<file path="src/sv/rlpe_pkg.sv">
package rlpe_pkg;

  localparam int ADDR_BITS_DEF = 16;
  localparam int AW            = 24;
  localparam int DW            = 32;
  localparam int FUNC_W        = 2;
  localparam int NIB_W         = 4;
  localparam int BYTE_W        = 8;
  localparam int STATUS_W      = 2;

  localparam logic [BYTE_W-1:0] SIGN_ADD = 8'd43;
  localparam logic [BYTE_W-1:0] SIGN_SUB = 8'd45;
  localparam logic [NIB_W-1:0]  MAX_NIB  = 4'd8;

  typedef enum logic [FUNC_W-1:0] {
    FN_TEXT   = 2'd0,
    FN_MODIFY = 2'd1,
    FN_READ   = 2'd2,
    FN_XLATE  = 2'd3
  } func_t;

  typedef enum logic [STATUS_W-1:0] {
    ST_OK       = 2'd0,
    ST_BAD_LEN  = 2'd1,
    ST_BAD_SIGN = 2'd2
  } status_t;

  typedef enum logic {
    REG_ORIG_START = 1'b0,
    REG_LOAD_ADDR  = 1'b1
  } cfg_reg_t;

  typedef enum logic [3:0] {
    S_CLEAR,
    S_IDLE,
    S_PREP,
    S_READ,
    S_RLAST,
    S_CALC,
    S_WRITE,
    S_DONE
  } state_t;

  // bytes covering a field of nib nibbles
  function automatic logic [2:0] field_bytes(input logic [NIB_W-1:0] nib);
    logic [NIB_W:0] sum;
    sum = {1'b0, nib} + 5'd1;
    return sum[3:1];
  endfunction

endpackage

</file>
<file path="src/sv/rlpe_in_if.sv">
interface rlpe_in_if;
  logic                           valid;
  logic                           ready;
  logic [rlpe_pkg::FUNC_W-1:0]    func;
  logic [rlpe_pkg::AW-1:0]        object_address;
  logic [rlpe_pkg::BYTE_W-1:0]    text_byte;
  logic [rlpe_pkg::NIB_W-1:0]     nibble_count;
  logic [rlpe_pkg::BYTE_W-1:0]    sign_char;

  modport source (output valid, func, object_address, text_byte, nibble_count, sign_char,
                  input ready);
  modport sink   (input valid, func, object_address, text_byte, nibble_count, sign_char,
                  output ready);
endinterface

</file>
<file path="src/sv/rlpe_out_if.sv">
interface rlpe_out_if;
  logic                           valid;
  logic                           ready;
  logic [rlpe_pkg::BYTE_W-1:0]    read_byte;
  logic [rlpe_pkg::AW-1:0]        relocated_address;
  logic [rlpe_pkg::STATUS_W-1:0]  status;

  modport source (output valid, read_byte, relocated_address, status, input ready);
  modport sink   (input valid, read_byte, relocated_address, status, output ready);
endinterface

</file>
<file path="src/sv/rlpe_cfg_if.sv">
interface rlpe_cfg_if;
  logic                       valid;
  logic                       ready;
  logic                       index;
  logic [rlpe_pkg::AW-1:0]    data;

  modport source (output valid, index, data, input ready);
  modport sink   (input valid, index, data, output ready);
endinterface

</file>
<file path="src/sv/rlpe_ctrl.sv">
module rlpe_ctrl #(
  parameter int ADDR_BITS = rlpe_pkg::ADDR_BITS_DEF
) (
  input  logic                        clk,
  input  logic                        rst,
  rlpe_cfg_if.sink                    cfg,
  rlpe_in_if.sink                     item,
  rlpe_out_if.source                  result,
  output logic                        mem_we,
  output logic [ADDR_BITS-1:0]        mem_addr,
  output logic [rlpe_pkg::BYTE_W-1:0] mem_wdata,
  input  logic [rlpe_pkg::BYTE_W-1:0] mem_rdata
);

  localparam int DW = rlpe_pkg::DW;
  localparam int AW = rlpe_pkg::AW;

  rlpe_pkg::state_t state, state_next;

  logic [AW-1:0]                   orig;
  logic [AW-1:0]                   load;
  logic [DW-1:0]                   delta;

  rlpe_pkg::func_t                 func_q;
  logic [AW-1:0]                   obj_q;
  logic [rlpe_pkg::BYTE_W-1:0]     tbyte_q;
  logic [rlpe_pkg::NIB_W-1:0]      nib_q;
  logic [rlpe_pkg::BYTE_W-1:0]     sign_q;

  logic [DW-1:0]                   target;
  rlpe_pkg::status_t               status_q;
  logic [2:0]                      nbytes;
  logic [1:0]                      cnt;
  logic                            rd_pend;
  logic [DW-1:0]                   agg;
  logic [DW-1:0]                   nv;
  logic [ADDR_BITS-1:0]            clr_addr;

  logic                            out_valid;
  logic [rlpe_pkg::BYTE_W-1:0]     out_byte;
  logic [AW-1:0]                   out_addr;
  logic [rlpe_pkg::STATUS_W-1:0]   out_status;

  logic                            accept;
  logic                            out_free;
  logic                            last;
  logic                            len_bad;
  logic                            sign_bad;
  rlpe_pkg::status_t               status_c;
  logic [1:0]                      byte_idx;
  logic [ADDR_BITS-1:0]            byte_addr;
  logic [DW-1:0]                   mask;
  logic [DW-1:0]                   field;
  logic [DW-1:0]                   sum;
  logic [DW-1:0]                   newf;
  logic [DW-1:0]                   nv_c;

  assign accept   = item.valid && item.ready;
  assign out_free = !out_valid || result.ready;
  assign last     = ({1'b0, cnt} == (nbytes - 3'd1));
  assign byte_idx = 2'(nbytes - 3'd1 - {1'b0, cnt});
  assign byte_addr = target[ADDR_BITS-1:0] + ADDR_BITS'(cnt);

  assign len_bad  = (nib_q == '0) || (nib_q > rlpe_pkg::MAX_NIB);
  assign sign_bad = !(sign_q inside {rlpe_pkg::SIGN_ADD, rlpe_pkg::SIGN_SUB});

  always_comb begin
    status_c = rlpe_pkg::ST_OK;
    if (func_q == rlpe_pkg::FN_MODIFY) begin
      if (len_bad) begin
        status_c = rlpe_pkg::ST_BAD_LEN;
      end else if (sign_bad) begin
        status_c = rlpe_pkg::ST_BAD_SIGN;
      end
    end
  end

  // field patch: odd count keeps the low nibble
  always_comb begin
    mask  = DW'((33'd1 << {nib_q, 2'b00}) - 33'd1);
    field = (nib_q[0] ? (agg >> 4) : agg) & mask;
    sum   = (sign_q == rlpe_pkg::SIGN_ADD) ? field + delta : field - delta;
    newf  = sum & mask;
    nv_c  = nib_q[0] ? ((newf << 4) | {28'd0, agg[3:0]}) : newf;
  end

  // next state
  always_comb begin
    state_next = state;
    case (state)
      rlpe_pkg::S_CLEAR: begin
        if (&clr_addr) state_next = rlpe_pkg::S_IDLE;
      end
      rlpe_pkg::S_IDLE: begin
        if (accept) state_next = rlpe_pkg::S_PREP;
      end
      rlpe_pkg::S_PREP: begin
        case (func_q)
          rlpe_pkg::FN_TEXT:   state_next = rlpe_pkg::S_WRITE;
          rlpe_pkg::FN_READ:   state_next = rlpe_pkg::S_READ;
          rlpe_pkg::FN_MODIFY: begin
            state_next = (status_c == rlpe_pkg::ST_OK) ? rlpe_pkg::S_READ : rlpe_pkg::S_DONE;
          end
          default:             state_next = rlpe_pkg::S_DONE;
        endcase
      end
      rlpe_pkg::S_READ: begin
        if (last) state_next = rlpe_pkg::S_RLAST;
      end
      rlpe_pkg::S_RLAST: begin
        state_next = (func_q == rlpe_pkg::FN_MODIFY) ? rlpe_pkg::S_CALC : rlpe_pkg::S_DONE;
      end
      rlpe_pkg::S_CALC: begin
        state_next = rlpe_pkg::S_WRITE;
      end
      rlpe_pkg::S_WRITE: begin
        if (last) state_next = rlpe_pkg::S_DONE;
      end
      rlpe_pkg::S_DONE: begin
        if (out_free) state_next = rlpe_pkg::S_IDLE;
      end
      default: state_next = rlpe_pkg::S_CLEAR;
    endcase
  end

  // outputs
  always_comb begin
    item.ready = 1'b0;
    mem_we     = 1'b0;
    mem_addr   = byte_addr;
    mem_wdata  = nv[{byte_idx, 3'b000} +: 8];
    case (state)
      rlpe_pkg::S_CLEAR: begin
        mem_we    = 1'b1;
        mem_addr  = clr_addr;
        mem_wdata = '0;
      end
      rlpe_pkg::S_IDLE:  item.ready = 1'b1;
      rlpe_pkg::S_WRITE: mem_we = 1'b1;
      default: ;
    endcase
  end

  assign cfg.ready                = 1'b1;
  assign result.valid             = out_valid;
  assign result.read_byte         = out_byte;
  assign result.relocated_address = out_addr;
  assign result.status            = out_status;

  always_ff @(posedge clk) begin
    if (rst) begin
      state     <= rlpe_pkg::S_CLEAR;
      clr_addr  <= '0;
      orig      <= '0;
      load      <= '0;
      delta     <= '0;
      out_valid <= 1'b0;
      rd_pend   <= 1'b0;
      cnt       <= '0;
    end else begin
      state   <= state_next;
      rd_pend <= (state == rlpe_pkg::S_READ);

      if (state == rlpe_pkg::S_CLEAR) begin
        clr_addr <= clr_addr + ADDR_BITS'(1);
      end

      if (cfg.valid) begin
        if (cfg.index == rlpe_pkg::REG_ORIG_START) begin
          orig  <= cfg.data;
          delta <= {8'd0, load} - {8'd0, cfg.data};
        end else begin
          load  <= cfg.data;
          delta <= {8'd0, cfg.data} - {8'd0, orig};
        end
      end

      if (state == rlpe_pkg::S_READ || state == rlpe_pkg::S_WRITE) begin
        cnt <= last ? 2'd0 : cnt + 2'd1;
      end

      if (state == rlpe_pkg::S_DONE && out_free) begin
        out_valid <= 1'b1;
      end else if (result.ready) begin
        out_valid <= 1'b0;
      end
    end
  end

  always_ff @(posedge clk) begin
    if (accept) begin
      func_q  <= rlpe_pkg::func_t'(item.func);
      obj_q   <= item.object_address;
      tbyte_q <= item.text_byte;
      nib_q   <= item.nibble_count;
      sign_q  <= item.sign_char;
    end

    if (rd_pend) begin
      agg <= {agg[DW-9:0], mem_rdata};
    end

    case (state)
      rlpe_pkg::S_PREP: begin
        target   <= {8'd0, obj_q} + delta;
        status_q <= status_c;
        agg      <= '0;
        nv       <= {24'd0, tbyte_q};
        nbytes   <= (func_q == rlpe_pkg::FN_MODIFY) ? rlpe_pkg::field_bytes(nib_q) : 3'd1;
      end
      rlpe_pkg::S_CALC: begin
        nv <= nv_c;
      end
      rlpe_pkg::S_DONE: begin
        if (out_free) begin
          out_byte   <= (func_q == rlpe_pkg::FN_READ) ? agg[7:0] : '0;
          out_addr   <= target[AW-1:0];
          out_status <= status_q;
        end
      end
      default: ;
    endcase
  end

endmodule

</file>
<file path="src/flat_wrapper.sv">
// flat-port wrapper written by rule: the top's interface ports become plain ports
module rlpe_ctrl_flat 
#(
  parameter int ADDR_BITS = rlpe_pkg::ADDR_BITS_DEF
)
  (clk, rst, mem_we, mem_addr, mem_wdata, mem_rdata, cfg_valid, cfg_index, cfg_data, cfg_ready, item_valid, item_func, item_object_address, item_text_byte, item_nibble_count, item_sign_char, item_ready, result_valid, result_read_byte, result_relocated_address, result_status, result_ready);
  rlpe_cfg_if cfg_i ();
  rlpe_in_if item_i ();
  rlpe_out_if result_i ();
  input  logic clk;
  input  logic rst;
  output logic mem_we;
  output logic [ADDR_BITS-1:0] mem_addr;
  output logic [rlpe_pkg::BYTE_W-1:0] mem_wdata;
  input  logic [rlpe_pkg::BYTE_W-1:0] mem_rdata;
  input wire logic [$bits(cfg_i.valid)-1:0] cfg_valid;
  input wire logic [$bits(cfg_i.index)-1:0] cfg_index;
  input wire logic [$bits(cfg_i.data)-1:0] cfg_data;
  output wire logic [$bits(cfg_i.ready)-1:0] cfg_ready;
  input wire logic [$bits(item_i.valid)-1:0] item_valid;
  input wire logic [$bits(item_i.func)-1:0] item_func;
  input wire logic [$bits(item_i.object_address)-1:0] item_object_address;
  input wire logic [$bits(item_i.text_byte)-1:0] item_text_byte;
  input wire logic [$bits(item_i.nibble_count)-1:0] item_nibble_count;
  input wire logic [$bits(item_i.sign_char)-1:0] item_sign_char;
  output wire logic [$bits(item_i.ready)-1:0] item_ready;
  output wire logic [$bits(result_i.valid)-1:0] result_valid;
  output wire logic [$bits(result_i.read_byte)-1:0] result_read_byte;
  output wire logic [$bits(result_i.relocated_address)-1:0] result_relocated_address;
  output wire logic [$bits(result_i.status)-1:0] result_status;
  input wire logic [$bits(result_i.ready)-1:0] result_ready;
  assign cfg_i.valid = cfg_valid;
  assign cfg_i.index = cfg_index;
  assign cfg_i.data = cfg_data;
  assign cfg_ready = cfg_i.ready;
  assign item_i.valid = item_valid;
  assign item_i.func = item_func;
  assign item_i.object_address = item_object_address;
  assign item_i.text_byte = item_text_byte;
  assign item_i.nibble_count = item_nibble_count;
  assign item_i.sign_char = item_sign_char;
  assign item_ready = item_i.ready;
  assign result_valid = result_i.valid;
  assign result_read_byte = result_i.read_byte;
  assign result_relocated_address = result_i.relocated_address;
  assign result_status = result_i.status;
  assign result_i.ready = result_ready;
  rlpe_ctrl #(.ADDR_BITS(ADDR_BITS)) u_core (.clk(clk), .rst(rst), .cfg(cfg_i), .item(item_i), .result(result_i), .mem_we(mem_we), .mem_addr(mem_addr), .mem_wdata(mem_wdata), .mem_rdata(mem_rdata));
endmodule
</file>
<file path="config.mk">
export PLATFORM = sky130hd
export DESIGN_NAME = rlpe_ctrl_flat
export DESIGN_NICKNAME = d
export VERILOG_FILES = /design/src/sv/rlpe_pkg.sv /design/src/sv/rlpe_in_if.sv /design/src/sv/rlpe_out_if.sv /design/src/sv/rlpe_cfg_if.sv /design/src/sv/rlpe_ctrl.sv /design/src/flat_wrapper.sv
export SDC_FILE = /design/constraint.sdc
export NUM_CORES = 1
export LEC_CHECK = 0
export BUFFER_PORTS_ARGS = -buffer_cell sky130_fd_sc_hd__buf_4
export CAP_MARGIN = 30
export CORE_ASPECT_RATIO = 1.5
export CORE_UTILIZATION = 40
export DETAILED_ROUTE_END_ITERATION = 10
export PLACE_DENSITY = 0.65
export SLEW_MARGIN = 10
export SYNTH_ARGS = -nofsm -noshare
export SYNTH_HDL_FRONTEND = slang
export SYNTH_SLANG_ARGS = --single-unit
</file>
<file path="constraint.sdc">
create_clock -name clk -period 4.7 [get_ports clk]
set_input_delay 0.47 -clock clk [delete_from_list [all_inputs] [get_ports clk]]
set_output_delay 0.47 -clock clk [all_outputs]
set_load 0.005 [all_outputs]
</file>
==> impl_metrics.ini <==
[status]
outcome = completed

[grt]
overflow = 0
grt_use_total = 0.2222
grt_pass1_wl_um = 75180
grt_pass1_vias = 13900
antenna_found_initial = 0
grt_max_degree = 63

[setup_path]
arrival_ns = 4.73
crit-reg2reg-launch = u_core.sign_q[4]
worstRegToRegCells = 16
endpoint = u_core.nv[29]
startpoint = u_core.sign_q[4]
r2r_setup_slack_ns = 0.30
critPathCaptureType = register
worstSetupPathType = register to register
crit_path_start_kind = register
cp.required_ns = 5.03
path_max_fanout = 15
timing.rr.end = u_core.nv[29]

[clocking]
post_cts_resize_count = 0
cts_tree = done
cts_made_buffers = 30
cts-root-buf = clkbuf_16
clkTransAtPathRegs_ns = 0.07
clk_latency_ns = 0.58
hold_buffers = 0
cts_setup_buffers = 0
ctsLongestPathBuffers = 3
cts.sinks = 269
cts-htree-levels = 1

[sta]
finalSetupViolCount = 0
min_period_ns = 4.404
fmax_ghz = 0.2271
setup_slack_ns = 0.2963
finalSetupTns_ns = 0
hold_viol = 0
slew_headroom = 0.3989
fin_skew_ns = 0.01019
rsz0062_at_grt = no
tightest_slew_ns = 0.8998
drv_slew = 0
fin_crit_sh = 0.9370

[synthesis]
synth_area_leaders = edfxtp_1, dfxtp_1, ha_1
synth_common_cells = nor2_1, nand2_1, a21oi_1
yosys_warnings = 0
synth_cell_types = 86
synth_seq_cells = 269
synth_seq_area_share = 0.3984
synth_fp_nets = 2087
synth.top_cell.area_share = 0.2482
synth.most_common_cell = nor2_1
synth_edf_count = 141
async_reset_ff_frac = 0
syn_area_mm2 = 0.01706
syn_inst = 1883
ys.flop_type = edfxtp_1
synth.largest_area_cell = edfxtp_1
avgSynthCellArea_um2 = 9.059

[placement]
gp_congestion = 0.9222
place_ws_ns = 0.2585
dpl_cell_area_mm2 = 0.01885
dp_hpwl_um = 38180
port_buffers = 144

[finish]
fin_area_mm2 = 0.01999
area_growth_syn_to_layout_pct = 17.20
diodes = 0
fillCellCount = 3972
nets = 2225
drive_gt1_frac = 0.1389

[hold_path]
holdCritPathClass = primary input to register

[floorplanning]
die_area_mm2 = 0.04349
die_w_um = 170.6
start_util = 0.4060
row_count = 92
io_pins = 146
coreArea_mm2 = 0.04202
die_h_um = 254.9

[job]
cap_violations = 0

[routing]
drcViolationCount = 0
antenna_left = 0
num_vias = 14190
drt-total-wl_um = 48740
routedWlPerCell_um = 18.68
via_per_inst = 5.437
drtIter0Drc = 665
first_pass_iters = 5

[pwr]
p_per_area_mw_per_mm2 = 313.6
power_mw = 6.270
p_leak_nw = 8.229
ir_worst_vdd_mv = 0.3152
[metrics by stage]
step	hold WS, ns	util	instances
after floorplan	0.4003	-	1883
final	0.06866	0.4758	2609
after global routing	0.05047	0.4758	2609
after CTS	0.03990	0.4747	2607
after detailed placement	0.4045	0.4486	2551
after global placement	0.4037	0.4486	2551
[how the worst min path moves through the flow]
stage / startpoint / to / slack, ns / depth (start not counted)
2_1_floorplan: u_core.target[16] / u_core.result.relocated_address[16] / 0.40 / 0
3_3_place_gp: u_core.target[20] / u_core.result.relocated_address[20] / 0.40 / 0
3_5_place_dp: u_core.target[17] / u_core.result.relocated_address[17] / 0.40 / 0
4_1_cts: item_sign_char[5] / u_core.sign_q[5] / 0.04 / 1
5_1_grt: item_sign_char[5] / u_core.sign_q[5] / 0.05 / 1
6_report: item_text_byte[4] / u_core.tbyte_q[4] / 0.07 / 1
[cells in the final DEF, fill, tap and decap left out, types with 13 or more instances in the layout]
master     synthesis  routed
inv_1             88      88
a31oi_1           20      19
o21ai_0           74      73
nor2_1           209     205
a21oi_1          164     164
o21a_1            25      25
or3_1             13      13
nor2b_1           21      21
and2_1            32      32
nand2_1          203     203
nand4_1           14      14
a21o_1            47      47
o21bai_1          15      15
dfxtp_1          128     127
ha_1             115     113
edfxtp_1         141     141
a211oi_1          24      24
mux2i_1           65      65
and3_1            26      25
clkbuf_16          0      31
nand3_1           34      34
xor2_1            63      62
nor3_1            43      43
xnor2_1           72      72
buf_4              1     180
[final cells by class]
type | count | area, um2 | area share
clock buffer | 31 | 775.7 | 0.03880
clock inverter | 25 | 321.6 | 0.01608
multi-input combinational | 1451 | 9691 | 0.4847
tap | 564 | 705.7 | 0.03530
timing repair buffer | 181 | 1371 | 0.06859
sequential | 269 | 6798 | 0.3400
inverter | 88 | 330.3 | 0.01652
[per-layer routing]
layer / share of wire / GRT usage / up-vias
li1: - / - / 7056
met1: 0.39 / 0.2426 / 6715
met2: 0.53 / 0.4264 / 315
met3: 0.031 / 0.02041 / 99
met4: 0.044 / 0.1037 / 0
met5: 0 / 0 / -
[state kept, by name, indices dropped and copies added, names as in the netlist, 4 cells and up]
register and count:
u_core.agg 32, u_core.clr_addr 16, u_core.delta 25, u_core.load 24, u_core.nib_q 4, u_core.nv 32
u_core.obj_q 24, u_core.orig 24, u_core.result.read_byte 8, u_core.result.relocated_address 24, u_core.sign_q 8, u_core.target 24
u_core.tbyte_q 8
[kinds of logic (layout without fill, tap and decap cells)]
kind of cell,count (synthesis),after routing,share of synthesized area
multiplexers,76,76,0.05068
flip-flops,269,269,0.3984
AO/OA/AOI/OAI,464,464,0.1757
XOR/XNOR,135,135,0.06931
adder cells (fa/ha/maj),120,120,0.09022
AND/OR/NAND/NOR,655,655,0.1793
other,1,1,0.0002198
buffers and inverters,163,325,0.03616
[power by group]
part           total, mW  switching [mW]  internal, mW
logic               1.10           0.642         0.460
clock network       2.59            1.08          1.51
registers           2.57          0.0630          2.51
[worst max-delay path: stages, from the launching register on]
cell and delay, ns:
edfxtp_1 0.35, nor4b_1 0.31, nand3_1 0.18, or3b_1 0.42
buf_4 0.21, o21ai_0 0.11, xnor2_1 0.17, ha_1 0.34
a21o_1 0.21, a21oi_1 0.20, and2_1 0.16, o2111ai_1 0.23
and3_1 0.23, a2111oi_2 0.50, o21ba_2 0.24, xnor2_1 0.07
a22o_1 0.22
Note: power is estimated with default switching activity, not from simulation.
